File: config.mk
export PLATFORM = sky130hd
export DESIGN_NAME = csi_ram
export DESIGN_NICKNAME = d
export VERILOG_FILES = /design/src/hw/rtl/assert_macros.svh /design/src/hw/rtl/csi_ram.sv
export SDC_FILE = /design/constraint.sdc
export NUM_CORES = 1
export LEC_CHECK = 0
export ABC_AREA = 1
export BUFFER_PORTS_ARGS = -buffer_cell sky130_fd_sc_hd__clkbuf_2
export CAP_MARGIN = 20
export CORE_ASPECT_RATIO = 0.7
export CORE_MARGIN = 3
export CORE_UTILIZATION = 56
export CTS_BUF_LIST = sky130_fd_sc_hd__clkbuf_16
export CTS_CLUSTER_DIAMETER = 100
export DETAILED_ROUTE_END_ITERATION = 8
export PLACE_DENSITY_LB_ADDON = 0.1
export REMOVE_ABC_BUFFERS = 1
export SYNTH_ARGS = -nofsm -noshare
export SYNTH_HDL_FRONTEND = slang
export SYNTH_SLANG_ARGS = --single-unit
File: constraint.sdc
create_clock -name i_clk -period 1.25 [get_ports i_clk]
set_input_delay 0 -clock i_clk [delete_from_list [all_inputs] [get_ports i_clk]]
set_output_delay 0 -clock i_clk [all_outputs]
set_load 0.1 [all_outputs]
File: src/hw/rtl/assert_macros.svh
// Assertion macros used by the sequencer RTL of the scatter interpolator.
`ifndef ASSERT_MACROS_SVH
`define ASSERT_MACROS_SVH
`ifndef SYNTHESIS
`define CSI_ASSERT_IMPL(lbl, clk, rstn, ante, cons) \
    lbl: assert property (@(posedge clk) disable iff (!rstn) (ante) |-> (cons)) \
        else $error("same-cycle implication failed");
`define CSI_ASSERT_NEXT(lbl, clk, rstn, ante, cons) \
    lbl: assert property (@(posedge clk) disable iff (!rstn) (ante) |=> (cons)) \
        else $error("next-cycle implication failed");
`else
`define CSI_ASSERT_IMPL(lbl, clk, rstn, ante, cons)
`define CSI_ASSERT_NEXT(lbl, clk, rstn, ante, cons)
`endif
`endif

File: src/hw/rtl/csi_ram.sv
// Simple dual-port synchronous RAM, one write and one registered read port.
`default_nettype none
module csi_ram #(
    parameter int DEPTH = 32,
    parameter int WIDTH = 15,
    localparam int AW = (DEPTH > 1) ? $clog2(DEPTH) : 1
) (
    input  wire logic             i_clk,
    input  wire logic             i_wr_en,
    input  wire logic [AW-1:0]    i_wr_addr,
    input  wire logic [WIDTH-1:0] i_wr_data,
    input  wire logic             i_rd_en,
    input  wire logic [AW-1:0]    i_rd_addr,
    output logic      [WIDTH-1:0] o_rd_data
);

    logic [WIDTH-1:0] r_mem [DEPTH];
    logic [WIDTH-1:0] r_rd_data;

    always_ff @(posedge i_clk) begin
        if (i_wr_en) begin
            r_mem[i_wr_addr] <= i_wr_data;
        end
        if (i_rd_en) begin
            r_rd_data <= r_mem[i_rd_addr];
        end
    end

    assign o_rd_data = r_rd_data;

endmodule
`default_nettype wire

## Word-level counts from Yosys, hierarchy flattened

Memories as Yosys holds them, arrays and structs flattened. A register that Yosys moved wholly into a read port is not among the register bits.
Index checks and enable logic that the tools add are counted.

| storage, ports and cells | value |
|---|---|
| output and inout bits | 15 |
| memories kept | 1 |
| register bits after elaboration | 0 |
| word-level logic and storage cells | 3 |
| bits in writable memories | 480 |

Memories:

| name | words | width | rd ports | clocked after Yosys merged registers in | write ports | RTL line | source |
|---|---|---|---|---|---|---|---|
| r_mem | 32 | 15 | 1 | 1 | 1 | csi_ram.sv:17 | `logic [WIDTH-1:0] r_mem [DEPTH];` |

| operators by class | value |
|---|---|
| multiplexer cells | 2 |

Operator list:

| cell | number |
|---|---|
| $mux 1 | 2 |

## Longest topological paths before layout

Gate-level depths: netlist of run 1.

| logic depth | value |
|---|---|
| depth after elaboration | 2 |
| gate-level depth with buffers | 12 |

## Worst setup path before layout of run 1

OpenSTA, ideal clock, no wires.

| timing path | value |
|---|---|
| path kind | input to register |
| start point | input i_wr_addr[0] |
| end point | memory r_mem[8][0], enable pin |
| arrival time | 953 ps |
| path slack | -89 ps |
| buffers on the path | 0 |
| library setup time | 386 ps |
| cell stages on the path | 3 |
| required time | 864 ps |
| cells stage by stage | inv_1 nand3_1 nor2_1 |

RTL lines:

| item | RTL line | source |
|---|---|---|
| start, declared | csi_ram.sv:10 | `input wire logic [AW-1:0] i_wr_addr,` |
| end, declared | csi_ram.sv:17 |  |

No word-level cell before the write port.

## Final worst setup path of run 1

| timing path | value |
|---|---|
| start point | register r_rd_data[14], in the netlist o_rd_data[14] (read register of r_mem) |
| end point | output o_rd_data[14] |

RTL lines:

| item | RTL line | source |
|---|---|---|
| start, declared | csi_ram.sv:18 | `logic [WIDTH-1:0] r_rd_data;` |
| end, declared | csi_ram.sv:14 | `output logic [WIDTH-1:0] o_rd_data` |

No word-level cell between the ends.

==> impl_metrics.ini, run 1 <==
[timing]
hold_viol_final = 0
fin_ws_ns = -0.1001
whs_ns = 0.1466
finalCritPeriodShare = 1.080
finalSetupViolCount = 10
period_needed_ns = 1.350
rsz0062_at_grt = true
drv_slew = 0
tightest_slew_ns = 0.6809
slew_headroom = 0.5460
max_freq_mhz = 740.7
fin_skew_ns = 0.009118
fin_tns_setup_ns = -0.4374

[min_path]
hp-class = in -> reg
hold_depth = 1

[floorplanning]
num_io_pins = 43
die_w_um = 232.1
die-area_um2 = 38120
initial_utilization = 0.5722
die_height_um = 164.3
num_rows = 57
core_um2 = 35020

[pwr]
p_per_area_nw_per_um2 = 1459
p_int_uw = 26880
power_uw = 34830
max-vdd-ir-drop_mv = 1.910
p_sw_frac = 0.2281
pwr-share-comb = 0.085
p_leak_uw = 0.009013
sequentialPowerShare = 0.535
p_clk_frac = 0.380
switching_power_uw = 7946

[global_routing]
antenna_found_initial = 0
gr-total-overflow = 0
grt_pass1_wl_um = 77470
grt_usage = 0.2748
grt_pass1_vias = 12430
grt_max_degree = 102

[clock_tree]
clockBufferDepth = 3
numCtsBuffers = 46
clkSinkCount = 495
cts.clk_slew.worst_paths_ns = 0.06
htreeDepth = 2
cts_tree = yes
clock_tree.root_cell = clkbuf_16
clk-insertion-delay-late_ns = 0.55
postCtsSetupRepairBufs = 0

[logic_synthesis]
synthCells = 1685
yosys-top-cells-area = edfxtp_1 (74%), nand2_1 (13%), nand3_1 (9.3%), buf_2 (1.0%), buf_4 (0.79%)
yosysTopAreaCell = edfxtp_1
ys_seq_elements = 495
synth_top_area_frac = 0.7418
syn_area_um2 = 20040
ys_warn_count = 0
synth-seq-area-share = 0.7418
avgSynthCellArea_um2 = 11.89
synth_cell_types = 14

[layout]
post-route-util = 0.6819
diodes = 0
stdcell_count = 2319
fill_cells = 2503
nets = 1842
area_delta_synth_final_pct = 19.17
final_layout_size_suffix_gt1_frac = 0.1814

[run_status]
failed_checks = setup timing
status = finished with violations

[place]
dp.cells = 2224
port_buffers = 42
dp_hpwl_um = 31160
place.gp.congestion = 0.8229

[worst_setup_path]
cp.depth = 1
crit_path_cell_trace = clkbuf_16
cp_top_family = flip-flops
crit_fanout = 1
slowest_delay_ns = 0.52
worstRegToRegCells = 8
crit_type = reg -> out
critPathSlowestCell = edfxtp_1
start_kind = register
critPathCaptureType = primary output
worstPathArrival_ns = 1.35
critPathBufInv = 1
critPathRequiredTime_ns = 1.25

[route]
wl_per_cell_um = 22.27
detail_route.vias_per_cell = 5.677
vias = 13170
wirelength_um = 51640
drtIter0Drc = 1526
drt-pass1-iter-count = 6
drc = 0
drtAntennaViolNets = 0

[run]
max_cap_violations = 0
-- synthesized netlist by cell type, drive strengths merged --
master,instances
nand2,675
edfxtp,495
nand3,372
buf,81
nor2,32
clkbuf,20
inv,9
clkinv,1
-- worst paths after layout --
check                           slack, ns     startpoint       endpoint
worst min-delay path                 0.15        i_rd_en   o_rd_data[7]
worst max register to register      -0.01   r_mem[1][11]  o_rd_data[11]
worst max-delay path                -0.10  o_rd_data[14]  o_rd_data[14]
worst min register to register       0.82   r_mem[18][5]   o_rd_data[5]
-- cell usage in the layout, fill, tap and decap left out --
master and instances:
edfxtp_1 495, clkbuf_16 51, buf_4 88, bufinv_16 2, inv_6 1, clkinv_1 12
clkbuf_2 25, clkinv_2 4, buf_6 2, nand3_1 303, inv_4 1, nor2_1 32
dlygate4sd3_1 14, inv_2 1, nand2_1 635, nand3_2 69, nand2_2 38, nand2_4 2
inv_1 21, buf_12 48, buf_8 3
-- flip-flops by register name, indices dropped and copies added (netlist names) --
| name | count |
|---|---|
| o_rd_data | 15 |
| r_mem | 480 |
-- power by group through the flow --
stage | Combinational [uW] | Clock [uW] | Sequential, uW
global route | 3200 | 14100 | 18600
detailed placement | 2740 | 0 | 19000
floorplan | 952 | 0 | 19200
global placement | 2720 | 0 | 19000
CTS | 2840 | 13300 | 18600
finish | 2970 | 13200 | 18600
-- layer usage --
metal  GRT usage  vias to the layer above  wire length [um]
met5           0                        -                 0
met4     0.07344                        0              1098
met3     0.04456                       71              4118
met2      0.4118                      536             23380
met1      0.4234                     6411             23050
li1            -                     6147                 -
-- area by class of cell --
class / instances / area (um^2) / area share
clock buffers: 49 / 1226 / 0.05135
clock inverters: 32 / 177.7 / 0.007440
inverters: 10 / 45.04 / 0.001886
multi-input cells: 1079 / 4971 / 0.2082
flip-flops and latches: 495 / 14860 / 0.6225
well taps: 472 / 590.6 / 0.02473
repair buffers: 182 / 2004 / 0.08394
-- cells by family (layout without fill, tap and decap cells) --
group                  count (synthesis)  after routing  synth area share
AND/OR/NAND/NOR                     1079           1079            0.2254
flip-flops                           495            495            0.7418
buffers and inverters                111            273           0.03284
-- timing repair --
item / in CTS / in global routing
setup endpoints to repair: 20 / 28
hold buffers: 14 / 0
resized for setup: 24 / 103
endpoints found under the hold margin: 355 / 0
pin swaps: 1 / 72
-- stage by stage --
stage               instance area, um^2  worst slack (ns)
floorplan                         19420           -0.5361
global placement                  21810           -0.2605
detailed placement                21810           -0.2574
CTS                               23460           -0.1122
global route                      23880           -0.1149
finish                            23880           -0.1001
Power figures use the tool's default switching activity.
==> run 2: changes to the inputs <==
--- a/config.mk
+++ b/config.mk
@@ -14,6 +14,7 @@
 export CTS_BUF_LIST = sky130_fd_sc_hd__clkbuf_16
 export CTS_CLUSTER_DIAMETER = 100
 export DETAILED_ROUTE_END_ITERATION = 8
+export MAX_ROUTING_LAYER = met4
 export PLACE_DENSITY_LB_ADDON = 0.1
 export REMOVE_ABC_BUFFERS = 1
 export SYNTH_ARGS = -nofsm -noshare
==> run 2 against run 1 <==
  * The flow still finishes with violations (setup timing)
  * Sequential power barely moved
  * Critical path depth did not move
  * Combinational power hardly changed
  * Total power hardly changed
  * Sequential share of layout area about the same
  * Global-route usage grew 0.85 points
  * First-iteration DRC count grew 3.1%
  * Clock skew increased by 0.0056 ns
  * Clock power about the same
  * Hold slack worse by 0.0062 ns
  * Die area unchanged
  * Register-to-register slack better by 0.02 ns
  * Critical endpoint is now o_rd_data[5]
  * Largest cell class unchanged
  * Highest routed layer unchanged
==> impl_metrics.ini, run 2 (same netlist as run 1, synthesis figures left out) <==
[run_status]
status = finished with violations
failed_checks = setup timing

[global_routing]
grt_max_degree = 102
grt_pass1_vias = 12410
gr-total-overflow = 0
antenna_found_initial = 0
grt_usage = 0.2833
grt_pass1_wl_um = 77500

[route]
drc = 0
wl_per_cell_um = 22.28
vias = 13260
drt-pass1-iter-count = 5
detail_route.vias_per_cell = 5.717
drtAntennaViolNets = 0
wirelength_um = 51660
drtIter0Drc = 1574

[timing]
tightest_slew_ns = 0.6776
slew_headroom = 0.5483
max_freq_mhz = 741.6
finalSetupViolCount = 8
hold_viol_final = 0
period_needed_ns = 1.349
finalCritPeriodShare = 1.079
fin_ws_ns = -0.09851
rsz0062_at_grt = true
drv_slew = 0
fin_skew_ns = 0.01470

[floorplanning]
die-area_um2 = 38120
die_height_um = 164.3
num_io_pins = 43
num_rows = 57
initial_utilization = 0.5722
die_w_um = 232.1
core_um2 = 35020

[layout]
final_layout_size_suffix_gt1_frac = 0.1803
nets = 1842
final_cell_mix = nand2_1 (636), edfxtp_1 (495), nand3_1 (304)
stdcell_count = 2319
post-route-util = 0.6817
area_delta_synth_final_pct = 19.13
largest_register_ffs = 480
max_flop_register = r_mem
diodes = 0
final_common_cell = nand2_1
stdcell_area_um2 = 23870

[place]
dp_hpwl_um = 31160
place_area_um2 = 21810
place.gp.congestion = 0.8362
port_buffers = 42
dp.cells = 2224

[pwr]
p_per_area_nw_per_um2 = 1458
p_leak_uw = 0.009011
max-vdd-ir-drop_mv = 1.910

[clock_tree]
clockBufferDepth = 3
clk-insertion-delay-late_ns = 0.56
htreeDepth = 2
clock_tree.root_cell = clkbuf_16
numCtsBuffers = 46
cts_tree = yes
cts.clk_slew.worst_paths_ns = 0.06
clkSinkCount = 495

[run]
max_cap_violations = 0

[worst_setup_path]
critPathCaptureType = primary output
critPathSlowestCell = edfxtp_1
crit_path_cell_trace = buf_12
critPathRequiredTime_ns = 1.25
crit_type = reg -> out
critPathBufInv = 1
crit_fanout = 1
start_kind = register
slowest_delay_ns = 0.55
cp_top_family = flip-flops
worstPathArrival_ns = 1.35

[min_path]
hp-class = in -> reg
==> run 2: report_power, final <==
part	switching, uW	internal [uW]
clock network	5780	7410
registers	119	18500
logic	2020	951
==> run 2: through the flow <==
step	power, uW	hold slack [ns]	TNS [ns]	setup slack, ns
final	34800	0.1404	-0.4296	-0.09851
after CTS	34810	0.1240	-0.5505	-0.1122
after global routing	35920	0.1217	-0.9264	-0.1164
after global placement	21690	0.4372	-5.225	-0.2605
after floorplan	20190	0.09887	-42.19	-0.5361
after detailed placement	21720	0.4420	-5.490	-0.2574
==> run 2: cell type report <==
class / count / area (um^2)
fillers: 2504 / 11150
well taps: 472 / 590.6
multi-input cells: 1079 / 4964
clock inverters: 32 / 177.7
clock buffers: 49 / 1226
repair buffers: 182 / 2004
inverters: 10 / 45.04
flip-flops and latches: 495 / 14860
==> run 2: worst paths after layout <==
check | startpoint | to | cells past startpoint | slack, ns
max reg2reg | r_mem[1][11] | o_rd_data[11] | 8 | 0.01
max | o_rd_data[5] | o_rd_data[5] | 1 | -0.1
min | i_rd_en | o_rd_data[7] | 1 | 0.14
min reg2reg | r_mem[18][5] | o_rd_data[5] | 8 | 0.82
==> run 2: what timing repair did <==
| item | in CTS | in global routing |
|---|---|---|
| resized for setup | 24 | 101 |
| pin swaps | 1 | 70 |
| hold buffers | 14 | 0 |
| hold endpoints to repair | 355 | 0 |
| buffers inserted | 0 | 0 |
| endpoints found under the setup margin | 20 | 28 |
==> run 2: layer usage <==
| metal | wire length (um) | GRT usage |
|---|---|---|
| met1 | 22780 | 0.4224 |
| met2 | 23330 | 0.4124 |
| met3 | 4421 | 0.04508 |
| met4 | 1132 | 0.07372 |
| met5 | 0 | - |
