$ cat config.mk
export PLATFORM = sky130hd
export DESIGN_NAME = csi_mac
export DESIGN_NICKNAME = d
export VERILOG_FILES = /design/src/hw/rtl/assert_macros.svh /design/src/hw/rtl/csi_pkg.sv /design/src/hw/rtl/csi_mac.sv
export SDC_FILE = /design/constraint.sdc
export NUM_CORES = 1
export LEC_CHECK = 0
export ABC_CLOCK_PERIOD_IN_PS = 6630
export BUFFER_PORTS_ARGS = -buffer_cell sky130_fd_sc_hd__buf_2
export CORE_ASPECT_RATIO = 1.75
export CORE_MARGIN = 3
export CORE_UTILIZATION = 58
export CTS_CLUSTER_SIZE = 8
export DETAILED_ROUTE_END_ITERATION = 7
export HOLD_SLACK_MARGIN = 0.06
export PLACE_DENSITY = 0.8
export SETUP_SLACK_MARGIN = 0.05
export SYNTH_ARGS = -nofsm -noshare
export SYNTH_HDL_FRONTEND = slang
export SYNTH_SLANG_ARGS = --single-unit
export TNS_END_PERCENT = 30
$ cat constraint.sdc
create_clock -name i_clk -period 6.63 [get_ports i_clk]
set_input_delay 0.9945 -clock i_clk [delete_from_list [all_inputs] [get_ports i_clk]]
set_output_delay 0.9945 -clock i_clk [all_outputs]
set_load 0.02 [all_outputs]
$ cat src/hw/rtl/assert_macros.svh
// Assertion macros used by the sequencer RTL of the scatter interpolator.
`ifndef ASSERT_MACROS_SVH
`define ASSERT_MACROS_SVH
`ifndef SYNTHESIS
`define CSI_ASSERT_IMPL(lbl, clk, rstn, ante, cons) \
    lbl: assert property (@(posedge clk) disable iff (!rstn) (ante) |-> (cons)) \
        else $error("same-cycle implication failed");
`define CSI_ASSERT_NEXT(lbl, clk, rstn, ante, cons) \
    lbl: assert property (@(posedge clk) disable iff (!rstn) (ante) |=> (cons)) \
        else $error("next-cycle implication failed");
`else
`define CSI_ASSERT_IMPL(lbl, clk, rstn, ante, cons)
`define CSI_ASSERT_NEXT(lbl, clk, rstn, ante, cons)
`endif
`endif

$ cat src/hw/rtl/csi_pkg.sv
// Shared types and constants of the complex scatter interpolator.
`default_nettype none
package csi_pkg;

    localparam int SAMPLE_W = 16;
    localparam int TAP_W    = 15;
    localparam int ACC_W    = 24;
    localparam int CELL_W   = 2 * ACC_W;
    localparam int PROD_W   = 32;

    localparam logic [1:0] OP_LOAD  = 2'd0;
    localparam logic [1:0] OP_ADD   = 2'd1;
    localparam logic [1:0] OP_FRAME = 2'd2;
    localparam logic [1:0] OP_READ  = 2'd3;

    localparam logic [1:0] REG_TAP_ROWS   = 2'd0;
    localparam logic [1:0] REG_TAP_COLS   = 2'd1;
    localparam logic [1:0] REG_FRAME_ROWS = 2'd2;
    localparam logic [1:0] REG_ROW_LENGTH = 2'd3;

    localparam logic [1:0] KIND_ADD  = 2'd0;
    localparam logic [1:0] KIND_COPY = 2'd1;
    localparam logic [1:0] KIND_ZERO = 2'd2;

    typedef struct packed {
        logic       valid;
        logic [1:0] kind;
    } t_pipe_ctl;

endpackage
`default_nettype wire

$ cat src/hw/rtl/csi_mac.sv
// Multiply, round and saturating accumulate stages of the grid update pipe; also writes copied and zeroed cells.
`default_nettype none
module csi_mac #(
    parameter int GAW = 12
) (
    input  wire logic                             i_clk,
    input  wire logic                             i_rst_n,
    input  wire csi_pkg::t_pipe_ctl               i_ctl,
    input  wire logic [GAW-1:0]                   i_addr,
    input  wire logic signed [csi_pkg::SAMPLE_W-1:0] i_xr,
    input  wire logic signed [csi_pkg::SAMPLE_W-1:0] i_xi,
    input  wire logic [csi_pkg::TAP_W-1:0]        i_tap,
    input  wire logic [csi_pkg::CELL_W-1:0]       i_cell,
    output logic                                  o_wr_en,
    output logic [GAW-1:0]                        o_wr_addr,
    output logic [csi_pkg::CELL_W-1:0]            o_wr_data,
    output logic                                  o_busy
);
    import csi_pkg::*;

    localparam int SUM_W = ACC_W + 1;
    localparam int D_W   = PROD_W - 15;
    localparam logic signed [PROD_W-1:0] ROUND_BIAS = 32'sd16384;
    localparam logic signed [ACC_W-1:0]  ACC_MAX = {1'b0, {(ACC_W-1){1'b1}}};
    localparam logic signed [ACC_W-1:0]  ACC_MIN = {1'b1, {(ACC_W-1){1'b0}}};

    t_pipe_ctl                 r_s2_ctl;
    logic [GAW-1:0]            r_s2_addr;
    logic [CELL_W-1:0]         r_cell;
    logic signed [PROD_W-1:0]  r_p_re;
    logic signed [PROD_W-1:0]  r_p_im;

    logic signed [PROD_W-1:0]  w_xr_e;
    logic signed [PROD_W-1:0]  w_xi_e;
    logic signed [PROD_W-1:0]  w_tap_e;
    logic signed [ACC_W-1:0]   w_sum_re;
    logic signed [ACC_W-1:0]   w_sum_im;

    function automatic logic signed [ACC_W-1:0] sat_add(
        input logic signed [ACC_W-1:0] acc,
        input logic signed [D_W-1:0]   d
    );
        logic signed [SUM_W-1:0] s;
        s = SUM_W'(acc) + SUM_W'(d);
        if (s[SUM_W-1] != s[SUM_W-2]) begin
            sat_add = s[SUM_W-1] ? ACC_MIN : ACC_MAX;
        end else begin
            sat_add = s[ACC_W-1:0];
        end
    endfunction

    assign w_xr_e  = PROD_W'(i_xr);
    assign w_xi_e  = PROD_W'(i_xi);
    assign w_tap_e = PROD_W'(i_tap);

    always_ff @(posedge i_clk) begin
        if (!i_rst_n) begin
            r_s2_ctl <= '{valid: 1'b0, kind: KIND_ZERO};
        end else begin
            r_s2_ctl <= i_ctl;
        end
    end

    always_ff @(posedge i_clk) begin
        r_s2_addr <= i_addr;
        r_cell    <= i_cell;
        r_p_re    <= w_xr_e * w_tap_e + ROUND_BIAS;
        r_p_im    <= w_xi_e * w_tap_e + ROUND_BIAS;
    end

    assign w_sum_re = sat_add(r_cell[ACC_W-1:0], r_p_re[PROD_W-1:15]);
    assign w_sum_im = sat_add(r_cell[CELL_W-1:ACC_W], r_p_im[PROD_W-1:15]);

    always_comb begin
        case (r_s2_ctl.kind)
            KIND_ADD:  o_wr_data = {w_sum_im, w_sum_re};
            KIND_COPY: o_wr_data = r_cell;
            default:   o_wr_data = '0;
        endcase
    end

    assign o_wr_en   = r_s2_ctl.valid;
    assign o_wr_addr = r_s2_addr;
    assign o_busy    = r_s2_ctl.valid;

endmodule
`default_nettype wire

After elaboration in Yosys (flattened, before gate mapping)
Cells that the tools add are included.

Bits of input ports: 112. Word-level logic and storage cells: 21. Output and inout port bits: 62. Flip-flop bits (word level): 127.

Reduce and logical (&&, ||, !) cells: 1. Equality and inequality tests: 3. Multipliers: 2. Multiplexer cells: 5. Add/sub/neg operators: 4.

Operators by type and width (number): 24-bit two-way mux (4); 48-bit one-hot mux with 2 select lines (1); 32-bit by 16-bit adder with 32-bit output, second input constant (2); 16-bit by 16-bit multiplier with 32-bit output (2); 24-bit by 17-bit adder with 25-bit output (2); 2-bit by 1-bit equality test with 1-bit output, second input constant (1); 2-bit logical NOT (1); 1-bit inequality test (2).

Longest topological paths before layout
Gate-level depths: netlist of run 1.

Depth after elaboration: 4. Depth in mapped cells: 25. Depth with buffers taken out: 24.

Worst setup path before layout of run 1
No wires, ideal clock.

Path type: input-to-reg. From: input port i_tap[1] (netlist bit). To: register r_p_im[31]. Stages on the path: 19. Path buffers: 1. Library setup time: 0.078 ns. Slack: -0.116 ns. Data required time: 6.552 ns. Data arrival time: 6.669 ns. Cell sequence: clkbuf_1 > nand2_1 > fa_1 > fa_1 > inv_1 > fa_1 > fa_1 > fa_1 > inv_1 > fa_1 > inv_1 > ha_1 > a21o_1 > or4_1 > o21ai_2 > o21ai_1 > o41a_1 > and4_1 > nor3_1.

Word-level cells in the longest chain between the ends: 2.

RTL lines: start, declared (line csi_mac.sv:12) `input wire logic [csi_pkg::TAP_W-1:0] i_tap,`; 16-bit by 16-bit multiplier with 32-bit output (line csi_mac.sv:68) `r_p_im <= w_xi_e * w_tap_e + ROUND_BIAS;`; 32-bit by 16-bit adder with 32-bit output (line csi_mac.sv:68); end signal, assigned (line csi_mac.sv:68); end, declared (line csi_mac.sv:31) `logic signed [PROD_W-1:0] r_p_im;`.

Every way passes these cells. A chain may end at the register's enable or synchronous reset.

Worst setup path in the final report of run 1
From: input port i_xi[6] (netlist bit). To: register r_p_im[30].

Word-level cells in the longest chain between the ends: 2.

RTL lines: start, declared (line csi_mac.sv:11) `input wire logic signed [csi_pkg::SAMPLE_W-1:0] i_xi,`; 16-bit by 16-bit multiplier with 32-bit output (line csi_mac.sv:68); 32-bit by 16-bit adder with 32-bit output (line csi_mac.sv:68).

Every way passes these cells.

==> results.txt, run 1 <==
CTS buffer count = 9
Final Hold Vio Count = 0
Met3 Track Usage GR = 2.99%
Post-CTS Setup Bufs = 0
Vias/cell = 5.53
Final worst path period share = 97.3%
Final setup viols = 0
Initial antenna violation count = 1
Synth-to-Final Area Change = 12.7%
Grt ovf = 0
First-pass GRT wire length = 95900 µm
Hold crit path type = in -> reg
Top area cells in the synthesized netlist = fa_1, ha_1, inv_1, dfxtp_1, and2_1
IO buf count = 173
Wire length per cell = 17.6 µm
Global routing's busiest layer = met2
Met2 Use GR = 55.1%
Actual transition at the worst max-transition pin = 1.13 ns
Syn nets = 3378
Vias in the first global route = 20800
Reg area = 1940 µm²
Die Span Y = 271 µm
Placed cell area = 25800 µm²
Crit. End Element = register
Post-synthesis sequential area ratio = 8.34%
EDFF count, synth = 0
Overall global routing resource usage = 28.3%
Placement row count = 96
Pre-CTS WS = -0.593 ns
Dominant cell type by area after synthesis = fa_1
Clock Path Buffers = 2
Fin crit period = 6.45 ns
Initial core utilization = 59.1%
GP Congestion = 0.917
Most common cell in the netlist = inv_1
CTS Root Cell = clkbuf_16
Largest net degree at the start of global routing = 46
Final instance area = 26200 µm²
Worst EP required = 6.93 ns
Syn. warnings = 0
Via count = 18200
Critical path arrival = 6.76 ns
Die X = 157 µm
Status = finished, final reports clean
DR pass1 iterations = 5
Fmax = 155 MHz
Netlist Area Pre-Place = 23300 µm²
FFs w/ async S/R, synth = 0%
Final WS setup = 0.176 ns
Die area = 42700 µm²
TritonCTS Sinks = 97
Layout cells sized above 1 = 14.6%
Max Slew Vio Count = 0
Cells after Synth = 2536
Syn_area_per_cell = 9.18 µm²
Hold Slack = 0.699 ns
Filler instances = 2991
Max cap viols = 0
DRC = 0
# H-tree levels = 3
Crit start category = input port
Commonest cells post-synth = inv_1, fa_1, nand2_1
Final layout net count = 3643
Core area = 39400 µm²
DRT iter0 DRCs = 886
DP Wirelength = 51100 µm
Rel. slew slack = 24.4%
Unique cell type count in the Yosys netlist = 68
M1 GR Usage = 27.1%
Synth top area share = 42.3%
Peak fanout along the critical path = 4
I/O pin cnt = 174
Multi-input logic area = 18800 µm²
Ys flop type = dfxtp_1
CTS Hold Bufs = 0
CTS tree = built
RSZ-0062 raised after global routing = yes
Post-Route WL = 57900 µm
Type of the worst setup path = in -> reg
Post-route ant nets = 0
Clock-pin slew on the worst setup and hold paths = 0.09 ns
Yosys reg bits = 97
## final timing paths
path | from | end | slack, ns | cells after the start
max | i_xi[6] | r_p_im[30] | 0.18 | 24
min | i_cell[10] | r_cell[10] | 0.70 | 1
## flip-flops by register name (all words and copies together) (netlist names)
register and flops:
o_busy 1, o_wr_addr 12, r_cell 48, r_p_im 17
r_p_re 17, r_s2_ctl 2
## worst max-delay path, cell delays in order
cell	delay, ns
buf_4	0.14
nand2_1	0.10
fa_1	0.54
inv_1	0.05
fa_1	0.49
inv_1	0.06
fa_1	0.55
inv_1	0.06
fa_1	0.45
fa_1	0.49
inv_1	0.05
fa_1	0.47
inv_1	0.04
ha_1	0.29
a211oi_2	0.23
o221ai_1	0.15
a21oi_2	0.23
o31ai_2	0.13
buf_4	0.17
o21ai_4	0.16
o21ai_1	0.10
o41a_1	0.43
a21oi_1	0.23
xnor2_1	0.14
## per-layer routing
metal  wire [µm]  share of wire (%)
met1       18100                 31
met2       33400                 58
met3        2030                3.5
met4        4420                7.6
met5           0                  0
## cell type report
cell class                 instances  share of cell area (%)
multi-input combinational       1735                    71.5
timing repair buffer             346                    8.80
inverter                         612                    8.75
sequential                        97                    7.40
tap                              490                    2.34
clock buffer                       9                   0.858
clock inverter                     7                   0.348
antenna                            2                  0.0191
## layout by cell type, fill, tap and decap left out, types with 6 or more instances in the layout
cell type  instances
nor3_1            15
xor2_1            27
fa_1             487
dfxtp_1           97
o21ai_0           52
a21o_1            31
and2_1           253
buf_2            161
nand2b_1           8
xnor2_1           58
inv_1            611
nand3_1           12
nand4_1           12
buf_12             8
a21oi_1           58
nor2b_1            7
ha_1             237
a31oi_1           10
clkbuf_16          9
buf_4            169
o21a_1             8
nand2_1          274
a211oi_1           9
and3_1             6
a221o_1           21
nor2_1            54
## stage by stage
step                      cells  util [%]  setup TNS (ns)
after detailed placement   3280      65.4           -6.90
after global placement     3280      65.4           -4.90
final                      3298      66.6               0
after floorplan            2536         -               0
after CTS                  3296      66.3               0
after global routing       3296      66.6               0
## cells by family after synthesis
family,synth area share [%]
XOR/XNOR,3.27
flip-flops,8.34
AO/OA/AOI/OAI,7.27
buffers and inverters,11.5
AND/OR/NAND/NOR,14.4
multiplexers,0.129
adder cells (fa/ha/maj),55.1
## repair_timing
action                                  in CTS  in global routing
endpoints found under the setup margin       9                 11
hold endpoints to repair                     0                  0
pin swaps                                    0                  6
resized for setup                            6                 38
Power of run 1 is not shown: default switching activity piles up to over one toggle a cycle in this logic, so the estimate is an artifact.
==> run 2: changes to the inputs <==
--- a/config.mk
+++ b/config.mk
@@ -7,13 +7,15 @@
 export LEC_CHECK = 0
 export ABC_CLOCK_PERIOD_IN_PS = 6630
 export BUFFER_PORTS_ARGS = -buffer_cell sky130_fd_sc_hd__buf_2
+export CELL_PAD_IN_SITES_DETAIL_PLACEMENT = 0
+export CELL_PAD_IN_SITES_GLOBAL_PLACEMENT = 1
 export CORE_ASPECT_RATIO = 1.75
 export CORE_MARGIN = 3
-export CORE_UTILIZATION = 58
+export CORE_UTILIZATION = 45
 export CTS_CLUSTER_SIZE = 8
 export DETAILED_ROUTE_END_ITERATION = 7
 export HOLD_SLACK_MARGIN = 0.06
-export PLACE_DENSITY = 0.8
+export PLACE_DENSITY_LB_ADDON = 0.1
 export SETUP_SLACK_MARGIN = 0.05
 export SYNTH_ARGS = -nofsm -noshare
 export SYNTH_HDL_FRONTEND = slang
==> run 2 against run 1 <==
Effect of this change: clock-buffer cell count did not move; fmax grew 0.79%; global-route usage down 4.3 points; core utilization decreased by 14 points; sequential share of layout area is 0.16 points lower; die area increased by 28%; final area is 2.2% higher; critical path type unchanged; critical endpoint is now r_p_im[31].
==> results.txt, run 2 (synthesis results as in run 1) <==
# H-tree levels = 3
I/O pin cnt = 174
Largest net degree at the start of global routing = 46
Hold path cells = 1
Status = finished, final reports clean
Clock Path Buffers = 2
Vias in the first global route = 20100
Actual transition at the worst max-transition pin = 1.20 ns
Fin crit period = 6.40 ns
Largest reg by FF count = r_cell
Placement row count = 109
Final Util = 52.7%
Post-Route WL = 62000 µm
Layout cells sized above 1 = 15.6%
Die area = 54600 µm²
Most Frequent Cell on Critical Path = fa_1
RSZ-0062 raised after global routing = yes
Final Hold Vio Count = 0
Buf/Inv on CP = 8
Max Slew Vio Count = 0
Stages on worst setup path = 25
Worst path slowest cell = fa_1
Crit. End Element = register
Final worst path period share = 96.6%
Biggest regs = r_cell: 48 flops, r_p_im: 17 flops, r_p_re: 17 flops
DP Wirelength = 55400 µm
Initial antenna violation count = 5
Final setup viols = 0
Total placed cells including tap cells = 3494
CTS Hold Bufs = 0
Worst path max stage delay = 0.53 ns
Hold crit path type = in -> reg
Commonest non-fill, non-tap cell in the layout = inv_1
DR pass1 iterations = 5
Die Span Y = 307 µm
Final layout net count = 3682
Wire length per cell = 17.7 µm
DRC = 0
Max cap viols = 0
Vias/cell = 4.99
CTS tree = built
Crit start category = input port
Peak fanout along the critical path = 5
CTS buffer count = 9
CP delay by family, top = adder cells
Synth-to-Final Area Change = 15.2%
Initial core utilization = 45.8%
Overall global routing resource usage = 24.0%
Type of the worst setup path = in -> reg
Post-route ant nets = 0
DRT iter0 DRCs = 514
Rel. slew slack = 19.7%
Clock-pin slew on the worst setup and hold paths = 0.08 ns
Fmax = 156 MHz
TritonCTS Sinks = 97
GP Congestion = 0.867
First-pass GRT wire length = 101000 µm
Layout Cells excl Fill = 3512
CTS Root Cell = clkbuf_16
Max reg flops = 48
Critical path arrival = 6.71 ns
Core area = 50900 µm²
Grt ovf = 0
Filler instances = 4912
Die X = 178 µm
Worst EP required = 6.94 ns
IO buf count = 173
Via count = 17500
Most frequent cells in the layout = inv_1, fa_1, nand2_1
[run 2: cell type report]
| class | count | area, µm² | share of cell area, % |
|---|---|---|---|
| multi-input cells | 1735 | 18800 | 70.0 |
| repair buffers | 385 | 2650 | 9.88 |
| inverters | 612 | 2300 | 8.56 |
| flip-flops and latches | 97 | 1940 | 7.24 |
| well taps | 666 | 833 | 3.11 |
| clock buffers | 9 | 225 | 0.840 |
| clock inverters | 6 | 96.3 | 0.359 |
| diodes | 2 | 5.00 | 0.0187 |
[run 2: repair_timing]
| item | CTS | global route |
|---|---|---|
| gates resized for setup | 1 | 43 |
| pin swaps | 0 | 10 |
| buffers inserted | 0 | 1 |
| setup endpoints to repair | 4 | 13 |
[run 2: worst paths after layout]
kind	from	end	slack, ns
setup / recovery	i_tap[4]	r_p_im[31]	0.23
hold / removal	i_cell[21]	r_cell[21]	0.69
[run 2: per-layer routing]
metal	track usage, %	part of all wire, %	wire length, µm	vias to the layer above
li1	-	-	-	8254
met2	48.9	59	36600	332
met3	2.88	3.0	1890	119
met4	8.41	3.6	2220	4
met5	0	0.037	23	-
met1	24.1	34	21300	8823
[run 2: metrics by stage]
stage | hold slack (ns) | setup slack (ns) | TNS [ns] | area (µm²)
final | 0.693 | 0.227 | 0 | 26800
after global routing | 0.674 | 0.0328 | 0 | 26800
after CTS | 0.662 | 0.0611 | 0 | 26700
after detailed placement | 1.10 | -0.437 | -4.46 | 26300
after global placement | 1.10 | -0.341 | -3.20 | 26300
after floorplan | 1.02 | 0.0640 | 0 | 23300
Power of run 2 is left out for the same reason.
